**src/sv/wps_pkg.sv**
```systemverilog
// ----------------------------------------------------------------------------
// wps_pkg
// shared constants, types and helpers of the wildcard pattern search block
// ----------------------------------------------------------------------------
package wps_pkg;

  localparam int unsigned MaxPatternBytes = 16;
  localparam int unsigned ByteW           = 8;
  localparam int unsigned LenW            = 5;
  localparam int unsigned TapW            = 4;
  localparam int unsigned AddrW           = 48;
  localparam int unsigned OffsetW         = 32;
  localparam int unsigned WordW           = 64;
  localparam int unsigned PaddrW          = 6;
  localparam int unsigned RegIdxW         = 3;

  typedef logic [MaxPatternBytes-1:0][ByteW-1:0] window_t;
  typedef logic [LenW-1:0]                       len_t;
  typedef logic [AddrW-1:0]                      addr_t;

  typedef enum logic [RegIdxW-1:0] {
    RegPatternLow    = 3'd0,
    RegPatternHigh   = 3'd1,
    RegPatternLength = 3'd2,
    RegBaseAddress   = 3'd3,
    RegResultOffset  = 3'd4
  } reg_idx_e;

  // pending result between compare and address stages
  typedef struct packed {
    logic  found;
    addr_t start;
  } res_t;

  // clamp the configured length into 1..MaxPatternBytes
  function automatic len_t eff_len(input len_t cfg_len);
    len_t res;
    if (cfg_len == '0) begin
      res = len_t'(1);
    end else if (cfg_len > len_t'(MaxPatternBytes)) begin
      res = len_t'(MaxPatternBytes);
    end else begin
      res = cfg_len;
    end
    return res;
  endfunction

endpackage

```
**src/sv/wps_match.sv**
```systemverilog
// ----------------------------------------------------------------------------
// wps_match
// parallel wildcard compare of the byte window against the pattern
// ----------------------------------------------------------------------------
module wps_match (
  input  wps_pkg::window_t             win_i,
  input  logic [wps_pkg::WordW-1:0]    pattern_low_i,
  input  logic [wps_pkg::WordW-1:0]    pattern_high_i,
  input  wps_pkg::len_t                len_i,
  output logic                         hit_o
);
  import wps_pkg::*;

  window_t                        pat;
  logic [MaxPatternBytes-1:0][TapW-1:0] tap;

  assign pat = {pattern_high_i, pattern_low_i};

  // pattern byte i lines up with window entry len-1-i
  always_comb begin
    for (int i = 0; i < MaxPatternBytes; i++) begin
      tap[i] = TapW'(len_i - len_t'(1) - len_t'(i));
    end
  end

  always_comb begin
    hit_o = 1'b1;
    for (int i = 0; i < MaxPatternBytes; i++) begin
      if (len_t'(i) < len_i) begin
        if (pat[i] != '0 && win_i[tap[i]] != pat[i]) begin
          hit_o = 1'b0;
        end
      end
    end
  end

endmodule

```
**src/sv/wildcard_pattern_search.sv**
```systemverilog
// ----------------------------------------------------------------------------
// wildcard_pattern_search
// finds the first match of a wildcard byte pattern in a byte stream
// ----------------------------------------------------------------------------
// pipeline: a result passes the compare stage register, then the output register
// throughput: one byte per cycle; the window compare and the address add are
// each one register stage, so only a stalled output with a full stage holds off input
// reset: window, byte count, done flag and pipeline valid flags cleared; pattern length 1,
// other configuration registers zero; the result data registers are not reset
module wildcard_pattern_search (
  input  logic                         clk_i,
  input  logic                         rst_ni,
  input  logic                         in_valid_i,
  output logic                         in_ready_o,
  input  logic [wps_pkg::ByteW-1:0]    data_byte_i,
  input  logic                         last_byte_i,
  output logic                         out_valid_o,
  input  logic                         out_ready_i,
  output logic                         found_o,
  output logic [wps_pkg::AddrW-1:0]    match_address_o,
  input  logic                         psel,
  input  logic                         penable,
  input  logic                         pwrite,
  input  logic [wps_pkg::PaddrW-1:0]   paddr,
  input  logic [wps_pkg::WordW-1:0]    pwdata,
  output logic [wps_pkg::WordW-1:0]    prdata,
  output logic                         pready
);
  import wps_pkg::*;

  localparam addr_t SeenMax = '1;

  logic [WordW-1:0]   pattern_low_q, pattern_high_q;
  len_t               pattern_length_q;
  addr_t              base_address_q;
  logic [OffsetW-1:0] result_offset_q;

  window_t window_q, window_d;
  addr_t   bytes_seen_q, bytes_seen_d, seen_next;
  logic    search_done_q, search_done_d;

  res_t    res_a_q, res_a_d;
  logic    a_valid_q;
  logic    out_valid_q, found_q;
  addr_t   match_address_q;

  logic    cfg_wr, in_acc, out_load, a_load, win_hit, hit, res_gen;
  len_t    len;
  reg_idx_e reg_idx;

  // configuration port
  assign pready  = 1'b1;
  assign cfg_wr  = psel & penable & pwrite;
  assign reg_idx = reg_idx_e'(paddr[PaddrW-1:PaddrW-RegIdxW]);

  always_comb begin
    unique case (reg_idx)
      RegPatternLow:    prdata = pattern_low_q;
      RegPatternHigh:   prdata = pattern_high_q;
      RegPatternLength: prdata = WordW'(pattern_length_q);
      RegBaseAddress:   prdata = WordW'(base_address_q);
      RegResultOffset:  prdata = WordW'(result_offset_q);
      default:          prdata = '0;
    endcase
  end

  always_ff @(posedge clk_i or negedge rst_ni) begin
    if (!rst_ni) begin
      pattern_low_q    <= '0;
      pattern_high_q   <= '0;
      pattern_length_q <= len_t'(1);
      base_address_q   <= '0;
      result_offset_q  <= '0;
    end else if (cfg_wr) begin
      unique case (reg_idx)
        RegPatternLow:    pattern_low_q    <= pwdata;
        RegPatternHigh:   pattern_high_q   <= pwdata;
        RegPatternLength: pattern_length_q <= pwdata[LenW-1:0];
        RegBaseAddress:   base_address_q   <= pwdata[AddrW-1:0];
        RegResultOffset:  result_offset_q  <= pwdata[OffsetW-1:0];
        default: ;
      endcase
    end
  end

  // handshakes
  assign out_load   = !out_valid_q || out_ready_i;
  assign in_ready_o = !a_valid_q || out_load;
  assign in_acc     = in_valid_i && in_ready_o;

  // window compare
  assign len       = eff_len(pattern_length_q);
  assign seen_next = (bytes_seen_q == SeenMax) ? bytes_seen_q : bytes_seen_q + addr_t'(1);

  wps_match u_match (
    .win_i          ({window_q[MaxPatternBytes-2:0], data_byte_i}),
    .pattern_low_i  (pattern_low_q),
    .pattern_high_i (pattern_high_q),
    .len_i          (len),
    .hit_o          (win_hit)
  );

  assign hit     = !search_done_q && win_hit && (seen_next >= addr_t'(len));
  assign res_gen = in_acc && !search_done_q && (hit || last_byte_i);

  always_comb begin
    window_d      = window_q;
    bytes_seen_d  = bytes_seen_q;
    search_done_d = search_done_q;
    if (in_acc) begin
      if (!search_done_q) begin
        window_d      = {window_q[MaxPatternBytes-2:0], data_byte_i};
        bytes_seen_d  = seen_next;
        search_done_d = hit;
      end
      if (last_byte_i) begin
        window_d      = '0;
        bytes_seen_d  = '0;
        search_done_d = 1'b0;
      end
    end
  end

  always_ff @(posedge clk_i or negedge rst_ni) begin
    if (!rst_ni) begin
      window_q      <= '0;
      bytes_seen_q  <= '0;
      search_done_q <= 1'b0;
    end else begin
      window_q      <= window_d;
      bytes_seen_q  <= bytes_seen_d;
      search_done_q <= search_done_d;
    end
  end

  // compare stage register
  assign res_a_d.found = hit;
  assign res_a_d.start = seen_next - addr_t'(len);
  assign a_load        = !a_valid_q || out_load;

  always_ff @(posedge clk_i or negedge rst_ni) begin
    if (!rst_ni) begin
      a_valid_q <= 1'b0;
    end else if (a_load) begin
      a_valid_q <= res_gen;
    end
  end

  always_ff @(posedge clk_i) begin
    if (a_load && res_gen) begin
      res_a_q <= res_a_d;
    end
  end

  // address stage and output register
  always_ff @(posedge clk_i or negedge rst_ni) begin
    if (!rst_ni) begin
      out_valid_q <= 1'b0;
    end else if (out_load) begin
      out_valid_q <= a_valid_q;
    end
  end

  always_ff @(posedge clk_i) begin
    if (out_load && a_valid_q) begin
      found_q         <= res_a_q.found;
      match_address_q <= res_a_q.found
                         ? res_a_q.start + base_address_q
                           + addr_t'($signed(result_offset_q))
                         : '0;
    end
  end

  assign out_valid_o     = out_valid_q;
  assign found_o         = found_q;
  assign match_address_o = match_address_q;

  // checks
  a_no_result_after_done: assert property (@(posedge clk_i) disable iff (!rst_ni)
    in_acc && search_done_q |-> !res_gen)
    else $error("result produced after the search finished");

  a_region_end_clears: assert property (@(posedge clk_i) disable iff (!rst_ni)
    in_acc && last_byte_i |=> !search_done_q && bytes_seen_q == '0)
    else $error("region state not cleared after last byte");

  a_stall_only_when_full: assert property (@(posedge clk_i) disable iff (!rst_ni)
    !in_ready_o |-> a_valid_q && out_valid_q)
    else $error("input stalled with free pipeline space");

  a_not_found_zero: assert property (@(posedge clk_i) disable iff (!rst_ni)
    out_valid_o && !found_o |-> match_address_o == '0)
    else $error("not-found transaction carries an address");

endmodule

```
**config.mk**
```make
export PLATFORM = sky130hd
export DESIGN_NAME = wildcard_pattern_search
export DESIGN_NICKNAME = d
export VERILOG_FILES = /design/src/sv/wps_pkg.sv /design/src/sv/wps_match.sv /design/src/sv/wildcard_pattern_search.sv
export SDC_FILE = /design/constraint.sdc
export NUM_CORES = 1
export LEC_CHECK = 0
export BUFFER_PORTS_ARGS = -buffer_cell sky130_fd_sc_hd__buf_2
export CAP_MARGIN = 20
export CORE_ASPECT_RATIO = 1.25
export CORE_MARGIN = 4
export CORE_UTILIZATION = 40
export DETAILED_ROUTE_END_ITERATION = 8
export PLACE_DENSITY = 0.57
export SYNTH_ARGS = -nofsm -noshare
export SYNTH_HDL_FRONTEND = slang
export SYNTH_SLANG_ARGS = --single-unit
```
**constraint.sdc**
```tcl
create_clock -name clk_i -period 7.87 [get_ports clk_i]
set_clock_uncertainty 0.15 [all_clocks]
set_input_delay 0.787 -clock clk_i [delete_from_list [all_inputs] [get_ports clk_i]]
set_output_delay 0.787 -clock clk_i [all_outputs]
set_load 0.05 [all_outputs]
```
==> summary.md, run 1 <==
| Metric | Value |
|---|---|
| First-pass GRT wire length | 166 mm |
| Port buffer count | 197 |
| DRC | 0 |
| Final worst-path cycle share | 0.814 |
| DRT iter0 DRCs | 2,615 |
| Critical path peak fanout | 49 |
| Ys flop type | dfrtp_1 |
| Min cycle time layout | 6400 ps |
| Asr flop ratio synth | 0.797 |
| Initial antenna violation count | 9 |
| CP max stage cell | or4_4 |
| Core area | 81,400 µm² |
| Fill count | 7,561 |
| Count of different cell masters after synthesis | 74 |
| # Max-Cap Violations | 0 |
| Critical path endpoint category | flop |
| Die H | 328 µm |
| Via-per-instance ratio | 6.29 |
| FMAX | 156 MHz |
| Comb pwr share | 0.476 |
| Synth Area in Adders | 0.0523 |
| # Post-CTS Setup Buffers | 0 |
| Final wirelength | 111 mm |
| Clock power frac | 0.237 |
| Overall die width | 264 µm |
| Post-Synth XOR/XNOR Area | 0.0677 |
| CTS tree | yes |
| Final net count | 3,124 |
| Delay-heaviest family, CP | simple AND/OR/NAND/NOR gates |
| Largest net degree at the start of global routing | 162 |
| CP Buf/Inv Count | 5 |
| H-tree level count | 2 |
| Synth warnings | 0 |
| Synth Area in Simple Gates | 0.0925 |
| #FFs+latches synth | 482 |
| Syn avg cell area | 11.8 µm² |
| Crit-path most repeated cell | buf_4 |
| Critical path type | flop to flop |
| Worst EP required | 8020 ps |
| Seq. cell area | 12,600 µm² |
| Final hold vios | 0 |
| Total global-route track usage | 0.250 |
| Clk buf depth | 3 |
| CP Launch Type | flop |
| CTS sink cnt | 482 |
| Seq/Total Area, Yosys | 0.382 |
| Sequential share of power | 0.286 |
| Peak supply drop | 0.196 mV |
| First-pass DRT Iterations | 5 |
| EDFF count, synth | 98 |
| HP Class | input pin to asynchronous set/reset pin |
| Initial core utilization | 0.404 |
| P_leak | 15.4 nW |
| Delay of the slowest critical-path stage | 560 ps |
| Slew Limit Fails | 0 |
| Antenna-violating nets left | 0 |
| Routed wire length per instance | 27.4 µm |
| Synth Area in Compound Gates | 0.120 |
| Post-CTS sizing | 0 |
| Vias | 25,500 |
| Clk Tree Root Cell | clkbuf_16 |
| Unrepaired setup endpoints after global routing | false |
| Clock latency at the later pin of the worst-skew pair | 630 ps |
| Main combinational cell family by area after synthesis | multiplexers |
| Num CTS Buffers | 55 |
| Multiplexer area fraction after synthesis | 0.257 |
| Num rows | 117 |
| CP cell instances | buf_4 > or4_4 > and2_4 > ha_1 > xnor2_1 > buf_4 > ha_1 > inv_1 > a31oi_1 > xnor2_2 > buf_4 > mux4_2 > xnor2_1 > o21ai_1 > nor4_2 > o2111ai_1 > a211oi_2 > nand2_1 > o21ai_4 > buf_12 |
| Area Growth Syn to Fin | 13.0% |
| Post-synthesis net count | 2,989 |
| Post-Syn Area | 32,900 µm² |
| Worst Max-Slew Pin Slew | 1130 ps |
| Status | complete, no violations |
| Setup TNS | 0 ps |
| Sw frac | 0.406 |
| Pint | 7.07 mW |
| Area of the multi-input gates | 19,500 µm² |
| Share of layout cells above drive strength 1 | 0.278 |
| Relative slew slack | 0.246 |
| Boundary Pins | 202 |
| Setup violators final | 0 |
| Dpl hpwl | 84.1 mm |
| Crit path arrival time | 6550 ps |
| Hold Buf Count CTS | 0 |
| Vias in the first global route | 25,400 |
| Hold slack | 20.1 ps |
| Cell count after synthesis | 2,795 |
| Clk pin slew, worst setup/hold paths | 60 ps |
| Total grt overflow | 0 |
| Power density cells | 321 nW/µm² |
| GP Congestion | 0.986 |
| Die area | 86,800 µm² |
| Sw Pwr | 4.84 mW |
-- cells in the mapped netlist, drive strengths merged (8+ instances only) --
cell      n  share of area
mux4    209           0.14
dfrtp   383           0.29
o211ai    9         0.0021
and3     20         0.0038
xor2     56          0.015
nand3    53         0.0081
xnor2   198          0.053
a21oi    93          0.014
a211oi   13         0.0033
a22oi    70          0.016
nor4     43         0.0095
clkbuf  126          0.015
mux2i   130          0.040
nand2b   19         0.0036
a31oi    11         0.0021
nor3     37         0.0056
fa       49          0.030
mux2    216          0.074
nor2b    19         0.0036
nor2    149          0.017
o21ai   118          0.018
ha       59          0.022
a21o     33         0.0075
edfxtp   98          0.090
buf      62         0.0096
o31ai    15         0.0034
or4       8         0.0022
nand2   146          0.017
a22o    143          0.038
nand4    64          0.012
inv      36         0.0041
and2     19         0.0037
-- cells by family after synthesis --
family | count (synthesis)
xor gates and xnor gates | 254
other | 1
DFF | 482
adders and majority gates | 108
AOI/OAI and AO/OA | 564
buffers and inverters | 226
muxes | 555
and+or+nand+nor | 605
-- cell type report --
| class | count | area share |
|---|---|---|
| Clock buffer | 75 | 0.0421 |
| Timing Repair Buffer | 266 | 0.0434 |
| Multi-Input combinational cell | 2087 | 0.525 |
| Tap cell | 1071 | 0.0361 |
| Clock inverter | 27 | 0.0110 |
| Inverter | 38 | 0.00388 |
| Sequential cell | 482 | 0.338 |
| Antenna cell | 4 | 0.000270 |
-- final timing paths --
path | start | to | slack [ps] | depth (start not counted)
worst max-delay path | pattern_length_q[3]$_DFFE_PN0P_ | res_a_q[40]$_DFFE_PP_ | 1470 | 20
min in group clk_i | pwdata[63] | pattern_high_q[63]$_DFFE_PN0P_ | 270 | 2
max in group asynchronous | rst_ni | pattern_high_q[53]$_DFFE_PN0P_ | 6150 | 2
worst min register to register | a_valid_q$_DFFE_PN0N_ | out_valid_o$_DFFE_PN0P_ | 340 | 1
worst min-delay path | rst_ni | base_address_q[9]$_DFFE_PN0P_ | 20 | 1
worst max register to register | pattern_length_q[3]$_DFFE_PN0P_ | res_a_q[40]$_DFFE_PP_ | 1470 | 20
-- state kept, by name (all words and copies together), names as in the netlist, 5 cells and up --
name,count
res_a_q,49
pattern_high_q,64
match_address_o,48
pattern_low_q,64
pattern_length_q,5
result_offset_q,32
window_q,120
base_address_q,48
bytes_seen_q,48
-- per-stage QoR --
step                instances  utilization  worst slack (ps)  power (mW)  instance area, µm²
detailed placement       3941        0.431              1520        9.06               35100
CTS                      4043        0.455              1490        11.9               37100
finish                   4050        0.456              1470        11.9               37100
floorplan                2795            -              98.7        7.42               32900
global route             4047        0.456              1290        12.5               37100
global placement         3939        0.431              1560        8.96               35100
-- routing by layer --
metal	vias to the layer above	routed length (µm)	part of all wire	track usage
met2	1048	53500	0.48	0.418
met3	264	7180	0.065	0.0397
met5	-	9	0.000081	0
met4	2	6830	0.062	0.124
li1	11000	-	-	-
met1	13100	43300	0.39	0.316
-- worst register-to-register path, delay by kind of cell, from the launching register on --
| kind | cells | cell delay (ps) |
|---|---|---|
| and+or+nand+nor | 4 | 1470 |
| buffers and inverters | 5 | 1130 |
| xor gates and xnor gates | 3 | 840 |
| AOI/OAI and AO/OA | 5 | 1290 |
| DFF | 1 | 360 |
| muxes | 1 | 370 |
| adders and majority gates | 2 | 410 |
-- power groups by stage --
stage | Clock [mW] | Combinational, mW | Sequential, mW
2_1_floorplan | 0 | 3.94 | 3.48
3_3_place_gp | 0 | 5.52 | 3.44
6_report | 2.82 | 5.67 | 3.41
4_1_cts | 2.88 | 5.63 | 3.41
3_5_place_dp | 0 | 5.61 | 3.45
5_1_grt | 2.98 | 6.10 | 3.45
-- placed cells by master, fill, tap and decap left out, types with 59 or more instances in the layout --
master	n
a21oi_1	92
mux4_2	209
xnor2_1	192
nand4_1	63
a22o_1	143
edfxtp_1	98
buf_4	60
nor2_1	146
nand2_1	146
mux2_2	216
dfrtp_1	383
ha_1	59
mux2i_1	130
buf_2	196
a22oi_1	70
o21ai_0	112
No activity file was read; power rests on OpenSTA's default activity.
==> inputs of run 2 (changes only) <==
PLACE_DENSITY = 0.54   (was 0.57)
clock period = 6 ns   (was 7.87 ns; I/O delays follow)
==> summary.md, run 2 (synthesis results as in run 1) <==
| Metric | Value |
|---|---|
| Regs by FF count | window_q: 120 flops, pattern_high_q: 64 flops, pattern_low_q: 64 flops |
| Via-per-instance ratio | 6.21 (-1.3%) |
| Final net count | 3,155 (+0.99%) |
| Setup TNS | 0 ps (unchanged) |
| Hold-critical path depth | 2 |
| Share of layout cells above drive strength 1 | 0.289 (+0.0104) |
| Initial antenna violation count | 5 (-4) |
| Clock power frac | 0.222 (-0.015) |
| Largest Register | window_q |
| Critical path endpoint category | flop |
| Num CTS Buffers | 54 (-1.8%) |
| Total global-route track usage | 0.259 (+0.00929) |
| Seq. cell area | 12,600 µm² (unchanged) |
| Antenna-violating nets left | 0 (unchanged) |
| Routed wire length per instance | 28.1 µm (+2.7%) |
| Vias | 25,300 (-0.57%) |
| Setup violators final | 0 (unchanged) |
| Die H | 328 µm (unchanged) |
| Unrepaired setup endpoints after global routing | false |
| Pint | 9.07 mW (+28%) |
| Final core utilization | 0.459 (+0.00261) |
| H-tree level count | 2 (unchanged) |
| Critical path peak fanout | 9 (-82%) |
| Status | complete, no violations |
| Crit path arrival time | 5910 ps (-640 ps) |
| First-pass GRT wire length | 170 mm (+2.5%) |
| Reg2Reg Depth | 17 (-15%) |
| Reg2reg start | bytes_seen_q[24]$_DFFE_PN0P_ |
| Overall die width | 264 µm (unchanged) |
| Final hold vios | 0 (unchanged) |
| Comb pwr share | 0.490 (+0.014) |
| First-pass DRT Iterations | 6 (+1) |
| Total grt overflow | 0 (unchanged) |
| Commonest non-fill, non-tap cells in the layout | 383 x dfrtp_1, 216 x mux2_2, 209 x mux4_2 |
| Worst Max-Slew Pin Slew | 1110 ps (-25.7 ps) |
| Boundary Pins | 202 (unchanged) |
| DRT iter0 DRCs | 2,358 (-9.8%) |
| Clk buf depth | 3 (unchanged) |
| Area of the multi-input gates | 19,500 µm² (+0.26%) |
| # Max-Cap Violations | 0 (unchanged) |
| FMAX | 176 MHz (+13%) |
| Fill count | 7,632 (+0.94%) |
| CTS tree | yes |
| GP Congestion | 1.02 (+3.1%) |
| Clk pin slew, worst setup/hold paths | 60 ps (about the same) |
| Commonest non-fill, non-tap cell in the layout | dfrtp_1 |
| Sw frac | 0.418 (+0.0119) |
| Power density cells | 418 nW/µm² (+30%) |
| Clock latency at the later pin of the worst-skew pair | 660 ps (+30 ps) |
| R2R Path End | res_a_q[45]$_DFFE_PP_ |
| Critical path type | flop to flop |
| Max FFs per register | 120 (unchanged) |
| Core area | 81,400 µm² (unchanged) |
| R2R Setup Slk | 330 ps (-1140 ps) |
| Worst hold endpoint | pattern_high_q[63]$_DFFE_PN0P_ |
| Worst EP required | 6240 ps (-1780 ps) |
| Die area | 86,800 µm² (unchanged) |
| Sw Pwr | 6.52 mW (+35%) |
| Final worst-path cycle share | 0.945 (+0.131) |
| Relative slew slack | 0.262 (+0.0154) |
| Hold path startpoint | pwdata[63] |
| Vias in the first global route | 25,300 (-0.57%) |
| Num rows | 117 (unchanged) |
| Area Growth Syn to Fin | 13.6% |
| CP Launch Type | flop |
| Sequential share of power | 0.289 (+0.003) |
| Peak supply drop | 0.287 mV (+47%) |
| HP Class | input pin to flop |
| Initial core utilization | 0.404 (unchanged) |
| Dpl hpwl | 88.0 mm (+4.6%) |
| Largest net degree at the start of global routing | 153 (-5.6%) |
| CTS sink cnt | 482 (unchanged) |
| Post-CTS sizing | 0 (unchanged) |
| DRC | 0 (unchanged) |
| Final wirelength | 115 mm (+3.5%) |
| P_leak | 15.6 nW (+0.79%) |
| Min cycle time layout | 5670 ps (-733 ps) |
| Clk Tree Root Cell | clkbuf_16 |
| Port buffer count | 197 (unchanged) |
| Slew Limit Fails | 0 (unchanged) |
[run 2: cell types whose count changed in the layout (fill, tap and decap cells not counted), sizes merged]
cell and delta:
bufinv -7, buf +32, diode -1, dlygate4sd3 +1, clkbuf -6, clkinvlp +2
clkinv +9
[run 2: metal layers]
layer | wire length, µm | up-vias | global-route usage
met5 | 0 | - | 0
met4 | 6760 | 0 | 0.122
li1 | - | 11100 | -
met2 | 56200 | 911 | 0.440
met3 | 6020 | 238 | 0.0349
met1 | 45700 | 13100 | 0.329
[run 2: final cells by class]
class,count,share of cell area
flip-flops and latches,482,0.336
inverters,38,0.00402
diodes,3,0.000201
multi-input cells,2087,0.523
clock buffers,70,0.0416
well taps,1071,0.0359
repair buffers,298,0.0505
clock inverters,31,0.00814
[run 2: critical path, cell delays in order (launching register included)]
cell	delay, ps
dfrtp_1	480
nand3_1	240
nor3_1	570
and2_1	240
nand2_1	160
mux2i_1	420
inv_1	90
ha_1	320
nor2b_1	140
o21ai_0	210
a21boi_0	150
o21ai_0	200
nand2b_1	150
nor2_1	250
nand3_1	320
or4_4	640
nor4_2	320
xnor2_1	300
[run 2: worst max path at each step]
stage                                          startpoint               endpoint  slack, ps  depth (start not counted)
after floorplan           pattern_length_q[2]$_DFFE_PN0P_   res_a_q[0]$_DFFE_PP_        0.4                         18
after global placement    pattern_length_q[2]$_DFFE_PN0P_  res_a_q[38]$_DFFE_PP_        340                         19
after detailed placement  pattern_length_q[2]$_DFFE_PN0P_  res_a_q[40]$_DFFE_PP_        290                         19
after CTS                 pattern_length_q[2]$_DFFE_PN0P_  res_a_q[45]$_DFFE_PP_        290                         19
after global routing         bytes_seen_q[24]$_DFFE_PN0P_  res_a_q[45]$_DFFE_PP_         60                         17
final                        bytes_seen_q[24]$_DFFE_PN0P_  res_a_q[45]$_DFFE_PP_        330                         17
[run 2: timing repair]
action / 4_1_cts / 5_1_grt
hold buffers: 1 / 0
endpoints found under the hold margin: 80 / 0
setup buffers: 0 / 0
setup endpoints to repair: 0 / 0
[run 2: power groups by stage]
stage	Sequential, mW	Clock (mW)	Combinational [mW]
floorplan	4.56	0	5.29
global placement	4.55	0	7.50
detailed placement	4.57	0	7.58
CTS	4.50	3.54	7.62
global route	4.54	3.68	8.20
finish	4.50	3.46	7.64
[run 2: stage by stage]
| stage | cells | hold WS [ps] | instance area, µm² | power [mW] | setup slack [ps] |
|---|---|---|---|---|---|
| after floorplan | 2795 | 154 | 33000 | 9.86 | 0.450 |
| after CTS | 4075 | 14.4 | 37300 | 15.7 | 290 |
| after detailed placement | 3973 | 332 | 35400 | 12.1 | 291 |
| after global routing | 4078 | 32.4 | 37300 | 16.4 | 62.6 |
| after global placement | 3973 | 331 | 35400 | 12.0 | 337 |
| final | 4080 | 48.5 | 37300 | 15.6 | 331 |
==> inputs of run 3 (changes only) <==
CORE_UTILIZATION = 51   (was 40)
GPL_ROUTABILITY_DRIVEN = 0   (was unset)
PLACE_DENSITY = 0.69   (was 0.54)
==> summary.md, run 3 (synthesis results as in run 1) <==
| Metric | Value |
|---|---|
| Share of layout cells above drive strength 1 | 0.279 (-0.00995) |
| Commonest non-fill, non-tap cells in the layout | 383 x dfrtp_1, 216 x mux2_2, 209 x mux4_2 |
| Routed wire length per instance | 27.9 µm (-0.86%) |
| Power density cells | 416 nW/µm² (-0.51%) |
| Initial antenna violation count | 5 (unchanged) |
| Clock latency at the later pin of the worst-skew pair | 630 ps (-30 ps) |
| Sw Pwr | 6.27 mW (-3.9%) |
| Boundary Pins | 202 (unchanged) |
| Overall die width | 235 µm (-11%) |
| Relative slew slack | 0.285 (+0.0233) |
| CP Launch Type | flop |
| Clock power frac | 0.219 (-0.003) |
| CP max stage cell | xnor2_2 |
| First-pass GRT wire length | 161 mm (-5.1%) |
| DRC | 0 (unchanged) |
| HP Class | input pin to flop |
| Largest Register | window_q |
| Place WS | 87.4 ps (-203 ps) |
| Via-per-instance ratio | 6.80 (+9.5%) |
| Core area | 63,500 µm² (-22%) |
| Vias | 26,000 (+2.5%) |
| Comb pwr share | 0.487 (-0.003) |
| Fin area | 36,800 µm² (-1.5%) |
| Status | complete, no violations |
| Final worst-path cycle share | 0.954 (+0.00960) |
| Sequential share of power | 0.293 (+0.004) |
| Fin worst setup slack | 273 ps (-57.6 ps) |
| Min cycle time layout | 5730 ps (+57.6 ps) |
| Total grt overflow | 0 (unchanged) |
| # Max-Cap Violations | 0 (unchanged) |
| Critical path endpoint category | flop |
| Setup TNS | 0 ps (unchanged) |
| Dpl hpwl | 80.5 mm (-8.5%) |
| Worst Max-Slew Pin Slew | 1070 ps (-34.9 ps) |
| Die H | 292 µm (-11%) |
| Clk pin slew, worst setup/hold paths | 60 ps (about the same) |
| CP cell instances | or4_4 > and2_4 > ha_4 > xnor2_2 > buf_4 > xnor2_2 > mux2i_1 > mux2i_1 > xnor2_1 > nand4_1 > o21ai_0 > nand4_1 > or4_4 > o21ai_4 > buf_12 |
| Sw frac | 0.410 (-0.00818) |
| Total power | 15.3 mW (-2.0%) |
| Port buffer count | 197 (unchanged) |
| Max FFs per register | 120 (unchanged) |
| CP Buf/Inv Count | 2 (+1) |
| Final core utilization | 0.579 (+0.120) |
| Setup violators final | 0 (unchanged) |
| Commonest non-fill, non-tap cell in the layout | dfrtp_1 |
| Regs by FF count | window_q: 120 flops, pattern_high_q: 64 flops, pattern_low_q: 64 flops |
| Critical path peak fanout | 49 (+40) |
| Dpl cell area | 34,900 µm² (-1.4%) |
| P_leak | 15.4 nW (-1.0%) |
| Num CTS Buffers | 52 (-3.7%) |
| Worst EP required | 6140 ps (-100 ps) |
| Delay-heaviest family, CP | simple AND/OR/NAND/NOR gates |
| Initial core utilization | 0.517 (+0.113) |
| H-tree level count | 2 (unchanged) |
| DRT iter0 DRCs | 2,677 (+14%) |
| Area Growth Syn to Fin | 12.0% |
| FMAX | 175 MHz (-1.0%) |
| CTS tree | yes |
| Pint | 9.02 mW (-0.61%) |
| Peak supply drop | 0.319 mV (+11%) |
| First-pass DRT Iterations | 5 (-1) |
| Die area | 68,600 µm² (-21%) |
| Critical path type | flop to flop |
| Delay of the slowest critical-path stage | 760 ps (+120 ps) |
| Total global-route track usage | 0.303 (+0.0441) |
| Final net count | 3,129 (-0.82%) |
| Num rows | 103 (-12%) |
| Slew Limit Fails | 0 (unchanged) |
| Largest net degree at the start of global routing | 169 (+10%) |
| CTS sink cnt | 482 (unchanged) |
| Crit path arrival time | 5860 ps (-50 ps) |
| Clk buf depth | 3 (unchanged) |
| Final hold vios | 0 (unchanged) |
| Final wirelength | 106 mm (-7.2%) |
| Clk Tree Root Cell | clkbuf_16 |
| Vias in the first global route | 25,700 (+1.6%) |
| Antenna-violating nets left | 0 (unchanged) |
==> run 3: power groups by stage <==
stage / sequential, mW / clock (mW) / combinational (mW)
detailed placement: 4.54 / 0 / 7.27
CTS: 4.48 / 3.40 / 7.31
finish: 4.48 / 3.35 / 7.45
global route: 4.52 / 3.52 / 7.98
global placement: 4.51 / 0 / 7.10
floorplan: 4.56 / 0 / 5.29
==> run 3: final timing paths <==
kind	from	end	slack, ps	cells past startpoint
min	pwdata[53]	pattern_high_q[53]$_DFFE_PN0P_	90	2
max reg2reg	pattern_length_q[2]$_DFFE_PN0P_	res_a_q[39]$_DFFE_PP_	270	15
max	pattern_length_q[2]$_DFFE_PN0P_	res_a_q[39]$_DFFE_PP_	270	15
max in group asynchronous	rst_ni	base_address_q[42]$_DFFE_PN0P_	4070	3
min in group asynchronous	rst_ni	window_q[4]$_DFFE_PN0P_	360	2
min reg2reg	a_valid_q$_DFFE_PN0N_	out_valid_o$_DFFE_PN0P_	330	1
==> run 3: stage by stage <==
stage / std cells / hold slack (ps)
final: 3819 / 87.4
after global routing: 3818 / 89.8
after CTS: 3815 / 69.4
after detailed placement: 3718 / 340
after global placement: 3716 / 332
after floorplan: 2795 / 154
==> run 3: repair_timing <==
item | in CTS | in global routing
hold endpoints to repair | 50 | 0
gates resized for setup | 0 | 2
buffers inserted | 0 | 0
hold buffers | 1 | 0
setup endpoints to repair | 0 | 49
==> run 3: routing by layer <==
metal | part of all wire | vias to the layer above | GRT usage
met5 | 0.00011 | - | 0
met4 | 0.071 | 2 | 0.168
met2 | 0.48 | 1444 | 0.501
met3 | 0.087 | 358 | 0.0591
li1 | - | 11000 | -
met1 | 0.36 | 13200 | 0.377
==> run 3: cell type report <==
type	instances	area (µm²)
Tap cell	840	1050
Fill cell	5161	26800
Antenna cell	2	5.00
Timing Repair Buffer	274	1700
Clock buffer	69	1460
Multi-Input combinational cell	2087	19600
Clock inverter	27	312
Inverter	38	150
Sequential cell	482	12600
